[src/hw/rtl/tgx_rle_pixel_decoder_macros.svh]
// assertion macros for the run-length pixel decoder datapath
`ifndef TGX_RLE_PIXEL_DECODER_MACROS_SVH
`define TGX_RLE_PIXEL_DECODER_MACROS_SVH

`ifndef SYNTHESIS

// same-cycle implication
`define TRLE_ASSERT_IMP(label, ck, rn, ante, cons) \
    label: assert property (@(posedge ck) disable iff (!rn) (ante) |-> (cons)) \
        else $error("assertion failed");

// next-cycle implication
`define TRLE_ASSERT_NXT(label, ck, rn, ante, cons) \
    label: assert property (@(posedge ck) disable iff (!rn) (ante) |=> (cons)) \
        else $error("assertion failed");

`else

`define TRLE_ASSERT_IMP(label, ck, rn, ante, cons)

`define TRLE_ASSERT_NXT(label, ck, rn, ante, cons)

`endif

`endif

[src/hw/rtl/trle_pkg.sv]
// shared constants, codes and control types of the run-length pixel decoder
`timescale 1ns / 1ps
`default_nettype none

package trle_pkg;

    localparam int MAX_WIDTH_DEF  = 4096;
    localparam int MAX_HEIGHT_DEF = 4096;

    localparam int BYTE_W     = 8;
    localparam int DIM_W      = 13;
    localparam int COL_W      = 16;
    localparam int IDX_W      = 24;
    localparam int CHAN_W     = 8;
    localparam int STATUS_W   = 2;
    localparam int RUN_W      = 6;
    localparam int PIX_W      = 15;
    localparam int CFG_IDX_W  = 1;
    localparam int CFG_DATA_W = DIM_W;

    // configuration register indexes
    localparam logic [CFG_IDX_W-1:0] REG_IMAGE_WIDTH  = 1'd0;
    localparam logic [CFG_IDX_W-1:0] REG_IMAGE_HEIGHT = 1'd1;

    // decode phase
    localparam logic [1:0] PH_HDR  = 2'd0;
    localparam logic [1:0] PH_LOW  = 2'd1;
    localparam logic [1:0] PH_HIGH = 2'd2;
    localparam logic [1:0] PH_HALT = 2'd3;

    // token types from the header byte
    localparam logic [2:0] TOK_LITERAL = 3'd0;
    localparam logic [2:0] TOK_SKIP    = 3'd1;
    localparam logic [2:0] TOK_REPEAT  = 3'd2;
    localparam logic [2:0] TOK_NEWLINE = 3'd4;

    // frame status codes
    localparam logic [STATUS_W-1:0] ERR_NONE     = 2'd0;
    localparam logic [STATUS_W-1:0] ERR_BAD_TYPE = 2'd1;
    localparam logic [STATUS_W-1:0] ERR_TRUNC    = 2'd2;
    localparam logic [STATUS_W-1:0] ERR_OUTSIDE  = 2'd3;

    // result kinds
    localparam logic KIND_PIXEL  = 1'b0;
    localparam logic KIND_STATUS = 1'b1;

    typedef struct packed {
        logic accept;
        logic emit;
        logic status;
    } trle_cmd_t;

    typedef struct packed {
        logic will_emit;
        logic frame_end;
        logic emit_done;
        logic end_pend;
        logic out_free;
    } trle_stat_t;

endpackage

`default_nettype wire

[src/hw/rtl/trle_if.sv]
// stream interfaces for coded bytes in and pixel or status results out
`timescale 1ns / 1ps
`default_nettype none

interface trle_byte_if import trle_pkg::*; ();
    logic              valid;
    logic              ready;
    logic [BYTE_W-1:0] byte_value;
    logic              frame_start;
    logic              frame_end;

    modport source (output valid, output byte_value, output frame_start,
                    output frame_end, input ready);
    modport sink   (input valid, input byte_value, input frame_start,
                    input frame_end, output ready);
endinterface

interface trle_result_if import trle_pkg::*; ();
    logic                valid;
    logic                ready;
    logic                result_kind;
    logic [IDX_W-1:0]    pixel_index;
    logic [CHAN_W-1:0]   red;
    logic [CHAN_W-1:0]   green;
    logic [CHAN_W-1:0]   blue;
    logic [STATUS_W-1:0] status;
    logic                last;

    modport source (output valid, output result_kind, output pixel_index,
                    output red, output green, output blue, output status,
                    output last, input ready);
    modport sink   (input valid, input result_kind, input pixel_index,
                    input red, input green, input blue, input status,
                    input last, output ready);
endinterface

`default_nettype wire

[src/hw/rtl/trle_datapath.sv]
// decoder datapath: frame state, token decode, row base multiply, result register
`timescale 1ns / 1ps
`default_nettype none

`include "tgx_rle_pixel_decoder_macros.svh"

module trle_datapath import trle_pkg::*; #(
    parameter int MAX_WIDTH  = MAX_WIDTH_DEF,
    parameter int MAX_HEIGHT = MAX_HEIGHT_DEF
) (
    input  wire logic                  clk,
    input  wire logic                  rst_n,
    input  wire logic                  cfg_we,
    input  wire logic [CFG_IDX_W-1:0]  cfg_index,
    input  wire logic [CFG_DATA_W-1:0] cfg_data,
    input  wire logic [BYTE_W-1:0]     byte_value,
    input  wire logic                  frame_start,
    input  wire logic                  frame_end,
    input  wire trle_cmd_t             cmd,
    output trle_stat_t                 stat,
    input  wire logic                  out_ready,
    output logic                       out_valid,
    output logic                       result_kind,
    output logic [IDX_W-1:0]           pixel_index,
    output logic [CHAN_W-1:0]          red,
    output logic [CHAN_W-1:0]          green,
    output logic [CHAN_W-1:0]          blue,
    output logic [STATUS_W-1:0]        status,
    output logic                       last
);

    localparam int ROW_W  = $clog2(MAX_HEIGHT);
    localparam int PROD_W = ROW_W + COL_W;

    logic [1:0]          phase_reg, phase_next;
    logic                rep_reg, rep_next;
    logic [RUN_W-1:0]    run_reg, run_next;
    logic [BYTE_W-1:0]   low_reg, low_next;
    logic [COL_W-1:0]    col_reg, col_next;
    logic [ROW_W-1:0]    row_reg, row_next;
    logic [IDX_W-1:0]    rb_reg, rb_next;
    logic [STATUS_W-1:0] err_reg, err_next;
    logic [DIM_W-1:0]    w_reg, w_next;
    logic [DIM_W-1:0]    h_reg, h_next;
    logic [PIX_W-1:0]    pix_reg, pix_next;
    logic [RUN_W-1:0]    cnt_reg, cnt_next;
    logic                endp_reg, endp_next;
    logic                trunc_reg, trunc_next;

    logic                ovld_reg, ovld_next;
    logic                okind_reg, okind_next;
    logic [IDX_W-1:0]    oidx_reg, oidx_next;
    logic [CHAN_W-1:0]   ored_reg, ored_next;
    logic [CHAN_W-1:0]   ogrn_reg, ogrn_next;
    logic [CHAN_W-1:0]   oblu_reg, oblu_next;
    logic [STATUS_W-1:0] ost_reg, ost_next;
    logic                olast_reg, olast_next;

    logic [COL_W-1:0]    w_eff, h_eff;

    // decoded values for the byte at the input
    logic [1:0]          d_phase;
    logic                d_rep;
    logic [RUN_W-1:0]    d_run;
    logic [BYTE_W-1:0]   d_low;
    logic [COL_W-1:0]    d_col;
    logic [ROW_W-1:0]    d_row;
    logic [STATUS_W-1:0] d_err;
    logic [RUN_W-1:0]    d_cnt;
    logic                d_trunc;
    logic                d_rb_load;

    logic [1:0]          ph_s;
    logic                rep_s;
    logic [RUN_W-1:0]    run_s;
    logic [COL_W-1:0]    col_s;
    logic [ROW_W-1:0]    row_s;
    logic [STATUS_W-1:0] err_s;
    logic [2:0]          tok;
    logic [RUN_W-1:0]    len;
    logic [COL_W:0]      skip_sum;
    logic [RUN_W-1:0]    run_dec;
    logic [PROD_W-1:0]   prod;

    logic                out_free;
    logic                in_bounds;
    logic                emit_step;
    logic                status_load;
    logic [COL_W:0]      drop_sum;
    logic [STATUS_W-1:0] err_final;

    // effective image size: zero reads as one, clamp to the maximum
    always_comb
    begin
        if (w_reg == '0)
            w_eff = COL_W'(1);
        else if (32'(w_reg) > MAX_WIDTH)
            w_eff = COL_W'(MAX_WIDTH);
        else
            w_eff = COL_W'(w_reg);

        if (h_reg == '0)
            h_eff = COL_W'(1);
        else if (32'(h_reg) > MAX_HEIGHT)
            h_eff = COL_W'(MAX_HEIGHT);
        else
            h_eff = COL_W'(h_reg);
    end

    // token decode
    always_comb
    begin
        ph_s     = frame_start ? PH_HDR : phase_reg;
        rep_s    = frame_start ? 1'b0 : rep_reg;
        run_s    = frame_start ? '0 : run_reg;
        col_s    = frame_start ? '0 : col_reg;
        row_s    = frame_start ? ROW_W'(h_eff - COL_W'(1)) : row_reg;
        err_s    = frame_start ? ERR_NONE : err_reg;
        tok      = byte_value[7:5];
        len      = {1'b0, byte_value[4:0]} + RUN_W'(1);
        skip_sum = {1'b0, col_s} + (COL_W+1)'(len);
        run_dec  = (run_s != '0) ? run_s - RUN_W'(1) : '0;

        d_phase   = ph_s;
        d_rep     = rep_s;
        d_run     = run_s;
        d_low     = frame_start ? '0 : low_reg;
        d_col     = col_s;
        d_row     = row_s;
        d_err     = err_s;
        d_cnt     = '0;
        d_rb_load = frame_start;

        case (ph_s)
            PH_HDR:
            begin
                case (tok)
                    TOK_LITERAL, TOK_REPEAT:
                    begin
                        d_phase = PH_LOW;
                        d_rep   = (tok == TOK_REPEAT);
                        d_run   = len;
                    end
                    TOK_SKIP:
                    begin
                        d_col = skip_sum[COL_W] ? '1 : skip_sum[COL_W-1:0];
                    end
                    TOK_NEWLINE:
                    begin
                        d_col     = '0;
                        d_row     = (row_s != '0) ? row_s - ROW_W'(1) : row_s;
                        d_rb_load = 1'b1;
                    end
                    default:
                    begin
                        d_err   = (err_s == ERR_NONE) ? ERR_BAD_TYPE : err_s;
                        d_phase = PH_HALT;
                    end
                endcase
            end
            PH_LOW:
            begin
                d_low   = byte_value;
                d_phase = PH_HIGH;
            end
            PH_HIGH:
            begin
                if (rep_s)
                begin
                    d_cnt   = run_s;
                    d_run   = '0;
                    d_phase = PH_HDR;
                    d_rep   = 1'b0;
                end
                else
                begin
                    d_cnt   = RUN_W'(1);
                    d_run   = run_dec;
                    d_phase = (run_dec == '0) ? PH_HDR : PH_LOW;
                end
            end
            default:
            begin
            end
        endcase

        d_trunc = frame_end && (d_phase inside {PH_LOW, PH_HIGH});
        if (frame_end)
        begin
            d_phase = PH_HDR;
            d_rep   = 1'b0;
            d_run   = '0;
        end
    end

    // row base for the row after this byte
    assign prod = d_row * w_eff;

    assign out_free    = !ovld_reg || out_ready;
    assign emit_step   = cmd.emit && out_free;
    assign status_load = cmd.status && out_free;
    assign in_bounds   = (col_reg < w_eff) && (COL_W'(row_reg) < h_eff);
    assign drop_sum    = {1'b0, col_reg} + (COL_W+1)'(cnt_reg);
    assign err_final   = (err_reg != ERR_NONE) ? err_reg :
                         (trunc_reg ? ERR_TRUNC : ERR_NONE);

    always_comb
    begin
        phase_next = phase_reg;
        rep_next   = rep_reg;
        run_next   = run_reg;
        low_next   = low_reg;
        col_next   = col_reg;
        row_next   = row_reg;
        rb_next    = rb_reg;
        err_next   = err_reg;
        w_next     = w_reg;
        h_next     = h_reg;
        pix_next   = pix_reg;
        cnt_next   = cnt_reg;
        endp_next  = endp_reg;
        trunc_next = trunc_reg;

        okind_next = okind_reg;
        oidx_next  = oidx_reg;
        ored_next  = ored_reg;
        ogrn_next  = ogrn_reg;
        oblu_next  = oblu_reg;
        ost_next   = ost_reg;
        olast_next = olast_reg;
        ovld_next  = out_ready ? 1'b0 : ovld_reg;

        if (cfg_we)
        begin
            case (cfg_index)
                REG_IMAGE_WIDTH:  w_next = cfg_data;
                REG_IMAGE_HEIGHT: h_next = cfg_data;
                default:
                begin
                end
            endcase
        end

        if (cmd.accept)
        begin
            phase_next = d_phase;
            rep_next   = d_rep;
            run_next   = d_run;
            low_next   = d_low;
            col_next   = d_col;
            row_next   = d_row;
            err_next   = d_err;
            cnt_next   = d_cnt;
            pix_next   = {byte_value[6:0], low_reg};
            endp_next  = frame_end;
            trunc_next = d_trunc;
            if (d_rb_load)
                rb_next = IDX_W'(prod);
        end
        else if (emit_step)
        begin
            if (in_bounds)
            begin
                ovld_next  = 1'b1;
                okind_next = KIND_PIXEL;
                oidx_next  = rb_reg + IDX_W'(col_reg);
                ored_next  = {pix_reg[14:10], 3'b000};
                ogrn_next  = {pix_reg[9:5], 3'b000};
                oblu_next  = {pix_reg[4:0], 3'b000};
                ost_next   = ERR_NONE;
                // later writes of this run fall off the row
                olast_next = !endp_reg &&
                             (cnt_reg == RUN_W'(1) || col_reg == w_eff - COL_W'(1));
                col_next   = col_reg + COL_W'(1);
                cnt_next   = cnt_reg - RUN_W'(1);
            end
            else
            begin
                // rest of the run is outside: drop it in one go
                err_next = (err_reg == ERR_NONE) ? ERR_OUTSIDE : err_reg;
                col_next = drop_sum[COL_W] ? '1 : drop_sum[COL_W-1:0];
                cnt_next = '0;
            end
        end
        else if (status_load)
        begin
            ovld_next  = 1'b1;
            okind_next = KIND_STATUS;
            oidx_next  = '0;
            ored_next  = '0;
            ogrn_next  = '0;
            oblu_next  = '0;
            ost_next   = err_final;
            olast_next = 1'b1;
            err_next   = ERR_NONE;
        end
    end

    always_ff @(posedge clk or negedge rst_n)
    begin
        if (!rst_n)
        begin
            phase_reg <= PH_HDR;
            rep_reg   <= 1'b0;
            run_reg   <= '0;
            low_reg   <= '0;
            col_reg   <= '0;
            row_reg   <= '0;
            rb_reg    <= '0;
            err_reg   <= ERR_NONE;
            w_reg     <= DIM_W'(1);
            h_reg     <= DIM_W'(1);
            cnt_reg   <= '0;
            endp_reg  <= 1'b0;
            trunc_reg <= 1'b0;
            ovld_reg  <= 1'b0;
        end
        else
        begin
            phase_reg <= phase_next;
            rep_reg   <= rep_next;
            run_reg   <= run_next;
            low_reg   <= low_next;
            col_reg   <= col_next;
            row_reg   <= row_next;
            rb_reg    <= rb_next;
            err_reg   <= err_next;
            w_reg     <= w_next;
            h_reg     <= h_next;
            cnt_reg   <= cnt_next;
            endp_reg  <= endp_next;
            trunc_reg <= trunc_next;
            ovld_reg  <= ovld_next;
        end
    end

    always_ff @(posedge clk)
    begin
        pix_reg   <= pix_next;
        okind_reg <= okind_next;
        oidx_reg  <= oidx_next;
        ored_reg  <= ored_next;
        ogrn_reg  <= ogrn_next;
        oblu_reg  <= oblu_next;
        ost_reg   <= ost_next;
        olast_reg <= olast_next;
    end

    assign stat.will_emit = (d_cnt != '0);
    assign stat.frame_end = frame_end;
    assign stat.emit_done = emit_step && (!in_bounds || cnt_reg == RUN_W'(1));
    assign stat.end_pend  = endp_reg;
    assign stat.out_free  = out_free;

    assign out_valid   = ovld_reg;
    assign result_kind = okind_reg;
    assign pixel_index = oidx_reg;
    assign red         = ored_reg;
    assign green       = ogrn_reg;
    assign blue        = oblu_reg;
    assign status      = ost_reg;
    assign last        = olast_reg;

    // a run in progress always has writes left
    `TRLE_ASSERT_IMP(a_emit_has_count, clk, rst_n, cmd.emit, cnt_reg != '0)
    // the frame error is cleared once its status is loaded
    `TRLE_ASSERT_NXT(a_err_cleared, clk, rst_n, status_load && !cmd.accept,
                     err_reg == ERR_NONE)
    // no pixel bytes are owed between tokens
    `TRLE_ASSERT_IMP(a_run_idle, clk, rst_n,
                     phase_reg == PH_HDR || phase_reg == PH_HALT, run_reg == '0)

endmodule

`default_nettype wire

[src/hw/rtl/trle_ctrl.sv]
// decoder controller: byte acceptance, pixel run emission, frame status
`timescale 1ns / 1ps
`default_nettype none

module trle_ctrl import trle_pkg::*; (
    input  wire logic       clk,
    input  wire logic       rst_n,
    input  wire logic       in_valid,
    output logic            in_ready,
    output trle_cmd_t       cmd,
    input  wire trle_stat_t stat
);

    localparam logic [1:0] ST_ACCEPT = 2'd0;
    localparam logic [1:0] ST_EMIT   = 2'd1;
    localparam logic [1:0] ST_STATUS = 2'd2;

    logic [1:0] state_reg, state_next;
    logic       accept;

    assign in_ready = (state_reg == ST_ACCEPT);
    assign accept   = in_valid && in_ready;

    always_comb
    begin
        state_next = state_reg;
        case (state_reg)
            ST_ACCEPT:
            begin
                if (accept)
                begin
                    if (stat.will_emit)
                        state_next = ST_EMIT;
                    else if (stat.frame_end)
                        state_next = ST_STATUS;
                end
            end
            ST_EMIT:
            begin
                if (stat.emit_done)
                    state_next = stat.end_pend ? ST_STATUS : ST_ACCEPT;
            end
            ST_STATUS:
            begin
                if (stat.out_free)
                    state_next = ST_ACCEPT;
            end
            default:
            begin
                state_next = ST_ACCEPT;
            end
        endcase
    end

    always_ff @(posedge clk or negedge rst_n)
    begin
        if (!rst_n)
            state_reg <= ST_ACCEPT;
        else
            state_reg <= state_next;
    end

    assign cmd.accept = accept;
    assign cmd.emit   = (state_reg == ST_EMIT);
    assign cmd.status = (state_reg == ST_STATUS);

endmodule

`default_nettype wire

[src/hw/rtl/tgx_rle_pixel_decoder.sv]
// top level of the run-length pixel decoder
// header and pixel low bytes are taken one per cycle unless they end a frame; a pixel high
// byte holds off new bytes until its writes (up to 32 for a repeat run) are loaded into the
// single result register or dropped; each write is loaded from the run count registered with
// the high byte; an outside run tail drops in one go, and a frame end adds a status beat
// reset clears the decode state and position and sets both image dimensions to one
`timescale 1ns / 1ps
`default_nettype none

module tgx_rle_pixel_decoder import trle_pkg::*; #(
    parameter int MAX_WIDTH  = MAX_WIDTH_DEF,
    parameter int MAX_HEIGHT = MAX_HEIGHT_DEF
) (
    input  wire logic                  clk,
    input  wire logic                  rst_n,
    input  wire logic                  cfg_we,
    input  wire logic [CFG_IDX_W-1:0]  cfg_index,
    input  wire logic [CFG_DATA_W-1:0] cfg_data,
    trle_byte_if.sink                  byte_in,
    trle_result_if.source              result_out
);

    trle_cmd_t  cmd;
    trle_stat_t stat;

    trle_ctrl u_ctrl (
        .clk      (clk),
        .rst_n    (rst_n),
        .in_valid (byte_in.valid),
        .in_ready (byte_in.ready),
        .cmd      (cmd),
        .stat     (stat)
    );

    trle_datapath #(
        .MAX_WIDTH  (MAX_WIDTH),
        .MAX_HEIGHT (MAX_HEIGHT)
    ) u_datapath (
        .clk         (clk),
        .rst_n       (rst_n),
        .cfg_we      (cfg_we),
        .cfg_index   (cfg_index),
        .cfg_data    (cfg_data),
        .byte_value  (byte_in.byte_value),
        .frame_start (byte_in.frame_start),
        .frame_end   (byte_in.frame_end),
        .cmd         (cmd),
        .stat        (stat),
        .out_ready   (result_out.ready),
        .out_valid   (result_out.valid),
        .result_kind (result_out.result_kind),
        .pixel_index (result_out.pixel_index),
        .red         (result_out.red),
        .green       (result_out.green),
        .blue        (result_out.blue),
        .status      (result_out.status),
        .last        (result_out.last)
    );

endmodule

`default_nettype wire

[src/flat_wrapper.sv]
// flat-port wrapper written by rule: the top's interface ports become plain ports
module tgx_rle_pixel_decoder_flat import trle_pkg::*;
#(
    parameter int MAX_WIDTH  = MAX_WIDTH_DEF,
    parameter int MAX_HEIGHT = MAX_HEIGHT_DEF
)
  (clk, rst_n, cfg_we, cfg_index, cfg_data, byte_in_valid, byte_in_byte_value, byte_in_frame_start, byte_in_frame_end, byte_in_ready, result_out_valid, result_out_result_kind, result_out_pixel_index, result_out_red, result_out_green, result_out_blue, result_out_status, result_out_last, result_out_ready);
  trle_byte_if byte_in_i ();
  trle_result_if result_out_i ();
  input  wire logic clk;
  input  wire logic rst_n;
  input  wire logic cfg_we;
  input  wire logic [CFG_IDX_W-1:0] cfg_index;
  input  wire logic [CFG_DATA_W-1:0] cfg_data;
  input wire logic [$bits(byte_in_i.valid)-1:0] byte_in_valid;
  input wire logic [$bits(byte_in_i.byte_value)-1:0] byte_in_byte_value;
  input wire logic [$bits(byte_in_i.frame_start)-1:0] byte_in_frame_start;
  input wire logic [$bits(byte_in_i.frame_end)-1:0] byte_in_frame_end;
  output wire logic [$bits(byte_in_i.ready)-1:0] byte_in_ready;
  output wire logic [$bits(result_out_i.valid)-1:0] result_out_valid;
  output wire logic [$bits(result_out_i.result_kind)-1:0] result_out_result_kind;
  output wire logic [$bits(result_out_i.pixel_index)-1:0] result_out_pixel_index;
  output wire logic [$bits(result_out_i.red)-1:0] result_out_red;
  output wire logic [$bits(result_out_i.green)-1:0] result_out_green;
  output wire logic [$bits(result_out_i.blue)-1:0] result_out_blue;
  output wire logic [$bits(result_out_i.status)-1:0] result_out_status;
  output wire logic [$bits(result_out_i.last)-1:0] result_out_last;
  input wire logic [$bits(result_out_i.ready)-1:0] result_out_ready;
  assign byte_in_i.valid = byte_in_valid;
  assign byte_in_i.byte_value = byte_in_byte_value;
  assign byte_in_i.frame_start = byte_in_frame_start;
  assign byte_in_i.frame_end = byte_in_frame_end;
  assign byte_in_ready = byte_in_i.ready;
  assign result_out_valid = result_out_i.valid;
  assign result_out_result_kind = result_out_i.result_kind;
  assign result_out_pixel_index = result_out_i.pixel_index;
  assign result_out_red = result_out_i.red;
  assign result_out_green = result_out_i.green;
  assign result_out_blue = result_out_i.blue;
  assign result_out_status = result_out_i.status;
  assign result_out_last = result_out_i.last;
  assign result_out_i.ready = result_out_ready;
  tgx_rle_pixel_decoder #(.MAX_WIDTH(MAX_WIDTH), .MAX_HEIGHT(MAX_HEIGHT)) u_core (.clk(clk), .rst_n(rst_n), .cfg_we(cfg_we), .cfg_index(cfg_index), .cfg_data(cfg_data), .byte_in(byte_in_i), .result_out(result_out_i));
endmodule
[config.mk]
export PLATFORM = sky130hd
export DESIGN_NAME = tgx_rle_pixel_decoder_flat
export DESIGN_NICKNAME = d
export VERILOG_FILES = /design/src/hw/rtl/trle_pkg.sv /design/src/hw/rtl/trle_if.sv /design/src/hw/rtl/trle_datapath.sv /design/src/hw/rtl/trle_ctrl.sv /design/src/hw/rtl/tgx_rle_pixel_decoder.sv /design/src/flat_wrapper.sv
export VERILOG_INCLUDE_DIRS = /design/src /design/src/hw/rtl
export SDC_FILE = /design/constraint.sdc
export NUM_CORES = 1
export LEC_CHECK = 0
export BUFFER_PORTS_ARGS = -buffer_cell sky130_fd_sc_hd__buf_2
export CAP_MARGIN = 20
export CORE_MARGIN = 1.5
export CORE_UTILIZATION = 40
export CTS_CLUSTER_DIAMETER = 40
export DETAILED_ROUTE_END_ITERATION = 16
export MAX_ROUTING_LAYER = met4
export PLACE_DENSITY = 0.57
export SYNTH_ARGS = -nofsm -noshare
export SYNTH_HDL_FRONTEND = slang
export SYNTH_SLANG_ARGS = --single-unit
[constraint.sdc]
create_clock -name clk -period 9.9 [get_ports clk]
set_input_delay 2.97 -clock clk [delete_from_list [all_inputs] [get_ports clk]]
set_output_delay 2.97 -clock clk [all_outputs]
set_load 0.01 [all_outputs]
After elaboration in Yosys (flattened, before gate mapping)
Cells that the tools add are included.
W data, S select, Z words.
- logic and storage cells: 180
- flip-flop bits (word level): 175
- reductions and logical operators: 40
- add/subtract/negate cells: 10
- $lt $le $gt $ge: 4
- mux-type cells: 82
- bitwise gates (word level): 2
- $mul: 1
- equality and inequality tests: 18
- operators by type and width (operator ; number):
    $mux W16 ; 8
    $mux W24 ; 3
    $mux W8 ; 9
    $mux W6 ; 10
    $mux W12 ; 4
    $mux W2 ; 22
    $mux W13 ; 3
    $add A16 B6 Y17 ; 2
    $pmux W16 S2 ; 1
    $gt A13 B13 Y1 const B ; 2
    $logic_not A13 Y1 ; 2
    $add A24 B16 Y24 ; 1
    $mul A12 B16 Y24 ; 1
    $sub A12 B1 Y12 const B ; 2
    $mux W1 ; 17
    $add A16 B1 Y16 const B ; 1
    $eq A16 B16 Y1 ; 1
    $lt A16 B16 Y1 ; 1
    $sub A16 B1 Y16 const B ; 1
    $lt A12 B13 Y1 ; 1
    $pmux W2 S3 ; 2
    $pmux W6 S2 ; 1
    $reduce_bool A12 Y1 ; 1
    $reduce_bool A6 Y1 ; 2
    28 further kinds ; 59

Logic depth before layout (Yosys ltp)
- word-level depth: 10
- gate-level depth with buffers: 33
- mapped depth without buffers: 31

Cells and area by module
A second synthesis with hierarchy kept.
- cells, all modules: 1825
- area, all modules: 16057.9 µm²
- modules (own cells, without submodules) (module ; seq. area each (µm²) ; area an instance (µm²) ; instances ; cells an instance):
    trle_datapath ; 4396.7 ; 15920.3 ; 1 ; 1811
    trle_ctrl ; 50.0 ; 137.6 ; 1 ; 14

Worst setup path after synthesis
No wires, ideal clock.
- kind: in2reg
- start: input port byte_in_byte_value[5]
- end: register u_core.u_datapath.rb_reg[23]
- stages: 26
- data arrival time: 9.728 ns
- setup slack: 0.089 ns
- buffers on the path: 2
- cell sequence: clkbuf_1 nor3b_1 and2_0 nand4_1 nor4_2 mux2i_1 buf_6 nor2_1 fa_1 inv_1 fa_1 inv_1 fa_1 fa_1 inv_1 fa_1 inv_1 ha_1 o21ai_0 a211o_1 nor3b_1 a211oi_1 and4_1 a2111oi_0 xnor3_1 o21ai_0
- longest elaborated chain between the ends: 4
- elaborated cells on any way between the ends: 7
- classes of those cells: mul (1); eq/ne (1); mux (4); reduce/logical (1)
- ends and longest elaborated chain (element ; line ; text):
    start, declared ; flat_wrapper.sv:16 ; input wire logic [$bits(byte_in_i.byte_value)-1:0] byte_in_byte_value;
    $eq A3 B3 Y1 (*) ; trle_datapath.sv:137 ; case (tok)
    $mux W12 or $mux W1 (tied branches) ; trle_datapath.sv:137 ;
    $mux W12 or $mux W1 (tied branches) ; trle_datapath.sv:134 ; case (ph_s)
    $mul A12 B16 Y24 or $reduce_and A2 Y1 (tied branches) ; - ;
    end signal, assigned ; trle_datapath.sv:326 ; rb_reg <= rb_next;
    end, declared ; trle_datapath.sv:41 ; logic [IDX_W-1:0] rb_reg, rb_next;
Mark *: on every way between the ends. The rest lies on a longest branch, timed or not.
A chain may end at the register's enable or synchronous reset.

Worst setup path after layout
- start: input port byte_in_frame_start
- end: register u_core.u_datapath.rb_reg[23]
- longest elaborated chain between the ends: 6
- elaborated cells on any way between the ends: 12
- classes of those cells: add/sub (1); mul (1); mux (7); reduce/logical (3)
- ends and longest elaborated chain (element ; line ; text):
    start, declared ; flat_wrapper.sv:17 ; input wire logic [$bits(byte_in_i.frame_start)-1:0] byte_in_frame_start;
    $mux W12 ; trle_datapath.sv:117 ; row_s = frame_start ? ROW_W'(h_eff - COL_W'(1)) : row_reg;
    $sub A12 B1 Y12 or $reduce_bool A12 Y1 (tied branches) ; trle_datapath.sv:151 ; d_row = (row_s != '0) ? row_s - ROW_W'(1) : row_s;
    $mux W12 ; trle_datapath.sv:151 ;
    $mux W12 ; trle_datapath.sv:137 ;
    $mux W12 ; trle_datapath.sv:134 ;
    $mul A12 B16 Y24 ; trle_datapath.sv:197 ; assign prod = d_row * w_eff;
Several ways; a longest one is shown, not always the timed one.

==> impl_metrics.env <==
export IMPL_cts_tree="yes"
export IMPL_ff2ff_path_depth=32
export IMPL_post_route_drc_count=0
export IMPL_grt_use_total=0.244
export IMPL_status="complete, no violations"
export IMPL_vias=14326
export IMPL_whs_ps=478
export IMPL_seq_area_frac_synth=0.268
export IMPL_ios=83
export IMPL_synth_async_reset_ratio=0.651
export IMPL_wirelength_mm=48.0
export IMPL_n_antenna_cell=0
export IMPL_final_cell_mix="inv_1 (205), nand2_1 (203), nor2_1 (156)"
export IMPL_hold_path_depth=2
export IMPL_max_vdd_ir_drop_mv=0.486
export IMPL_syn_to_final_growth_pct=13.6
export IMPL_total_power_mw=7.81
export IMPL_grt_pass1_wl_mm=78.4
export IMPL_worstHoldPathType="reg2reg"
export IMPL_ys_seq_elements=166
export IMPL_overflow=0
export IMPL_core_region_area_sq_um=40800
export IMPL_setup_viol=0
export IMPL_grt_max_degree=47
export IMPL_yosys_top_cells_area="dfrtp_1 (16%), fa_1 (14%), edfxtp_1 (11%)"
export IMPL_cellPowerDensity_nw_per_um2=414
export IMPL_timing_final_max_slew_violations=0
export IMPL_tightestPinTransition_ps=1120
export IMPL_min_period_ps=9490
export IMPL_cp_max_fo=8
export IMPL_critPathMaxStageDelay_ps=550
export IMPL_cts_sinks=166
export IMPL_critPathArrivalTime_ps=9880
export IMPL_avgSynthCellArea_sq_um=8.87
export IMPL_max_cap_violations=0
export IMPL_crit_path_end_kind="register"
export IMPL_firstDrtPassIters=5
export IMPL_clkLatencyLatePin_ps=480
export IMPL_synth_flop_cell="dfrtp_1"
export IMPL_start_kind="input port"
export IMPL_dieArea_sq_um=42700
export IMPL_clk_pin_slew_worst_paths_ps=70
export IMPL_start_util=0.406
export IMPL_final_setup_tns_ps=0
export IMPL_ys_types=103
export IMPL_first_iter_violations=1146
export IMPL_maxSlewHeadroom=0.252
export IMPL_hp_start="u_core.u_datapath.rb_reg[7]"
export IMPL_clockBufferDepth=2
export IMPL_cts_buffers=17
export IMPL_num_rows=74
export IMPL_fmax_mhz=105
export IMPL_hpwlAfterDp_mm=37.0
export IMPL_r2r_end="u_core.u_datapath.rb_reg[23]"
export IMPL_yosys_warnings=0
export IMPL_routedWlPerCell_microns=18.9
export IMPL_hold_viol_final=0
export IMPL_required_ps=10280
export IMPL_antenna_found_initial=0
export IMPL_final_common_cell="inv_1"
export IMPL_worstSetupPathType="in2reg"
export IMPL_dpl_worst_slack_ps=-417
export IMPL_p_leak_nw=8.58
export IMPL_nets=2265
export IMPL_synth_largest_area_cell="dfrtp_1"
export IMPL_fp_dieW_microns=207
export IMPL_syn_area_sq_um=16600
export IMPL_root_buffer="clkbuf_16"
export IMPL_first_global_vias=14311
export IMPL_synth_edf_count=58
export IMPL_layout_drive_gt1_share=0.158
export IMPL_worst_r2r_startpoint="u_core.u_datapath.h_reg[3]"
export IMPL_final_antenna_net_count=0
export IMPL_fin_worst_skew_ps=25.4
export IMPL_post_route_period_util=0.959
export IMPL_postCtsHoldBufs=0
export IMPL_synthCells=1870
export IMPL_place_gp_congestion=0.927
export IMPL_critPathSlowestCell="fa_1"
export IMPL_worst_slack_ps=407
export IMPL_cts_htree_levels=4
export IMPL_vias_per_cell=5.62
export IMPL_reg2reg_slack_ps=980
export IMPL_min_to="u_core.u_datapath.rb_reg[7]"
export IMPL_dieHeight_microns=207
export IMPL_synth_top_area_share=0.160
export IMPL_io_buffer_count=73
-- power breakdown --
group          internal [mW]  switching [mW]
registers              0.963           0.253
logic                   2.68            3.19
clock network          0.367           0.354
-- routing by layer --
metal  GRT usage  vias to the layer above  share of wire
met5           -                        -              0
met4      0.0606                        0          0.018
met3      0.0320                       49          0.052
met2       0.380                      451           0.46
met1       0.337                     7073           0.47
li1            -                     6753              -
-- synthesized netlist by cell type, drive strengths merged (21+ instances only) --
library cell	number
mux2	36
a21o	22
ha	121
a21oi	81
inv	205
xnor2	34
nand3	44
o21ai	100
nand2b	39
nor3	41
nor2	159
xor2	29
nor4	21
fa	112
and3	33
nor2b	29
buf	38
edfxtp	58
nand2	204
dfrtp	106
clkbuf	54
-- worst max-delay path: cells and delay by family --
family | cells | cell delay (ps)
adder cells (fa/ha/maj) | 6 | 2520
AO/OA/AOI/OAI | 8 | 1900
buffers and inverters | 7 | 940
AND/OR/NAND/NOR | 5 | 870
XOR/XNOR | 2 | 680
-- through the flow --
stage	instance area (sq um)	utilization	std cells
5_1_grt	18800	0.461	2548
6_report	18800	0.461	2548
3_5_place_dp	18200	0.445	2515
2_1_floorplan	16600	-	1878
4_1_cts	18800	0.460	2547
3_3_place_gp	18200	0.445	2515
-- kinds of logic (layout without fill, tap and decap cells) --
kind of cell             after synthesis  after routing  share of synthesized area
XOR/XNOR                              64             64                     0.0355
multiplexers                          50             50                     0.0331
other                                  1              9                   0.000226
buffers and inverters                303            441                     0.0787
adder cells (fa/ha/maj)              234            234                      0.227
flip-flops                           166            166                      0.268
AND/OR/NAND/NOR                      667            667                      0.199
AO/OA/AOI/OAI                        385            385                      0.158
-- how the worst max path moves through the flow --
stage / slack, ps / startpoint / to / cells past startpoint
floorplan: 90 / byte_in_byte_value[5] / u_core.u_datapath.rb_reg[23] / 26
global placement: -240 / byte_in_byte_value[7] / u_core.u_datapath.rb_reg[23] / 26
detailed placement: -420 / byte_in_byte_value[7] / u_core.u_datapath.rb_reg[23] / 26
CTS: 110 / byte_in_byte_value[7] / u_core.u_datapath.rb_reg[23] / 26
global route: -3 / byte_in_frame_start / u_core.u_datapath.rb_reg[23] / 32
finish: 410 / byte_in_frame_start / u_core.u_datapath.rb_reg[23] / 28
-- timing repair --
item | CTS | global route
buffers inserted | 0 | 0
resized for setup | 0 | 11
endpoints found under the setup margin | 0 | 5
-- layout make-up --
| class | count | area, sq um |
|---|---|---|
| flip-flops and latches | 166 | 4450 |
| inverters | 210 | 788 |
| repair buffers | 199 | 1380 |
| clock buffers | 17 | 425 |
| multi-input cells | 1409 | 10900 |
| fillers | 3969 | 22000 |
| well taps | 532 | 666 |
| clock inverters | 15 | 208 |
(Power assumes the default switching activity.)
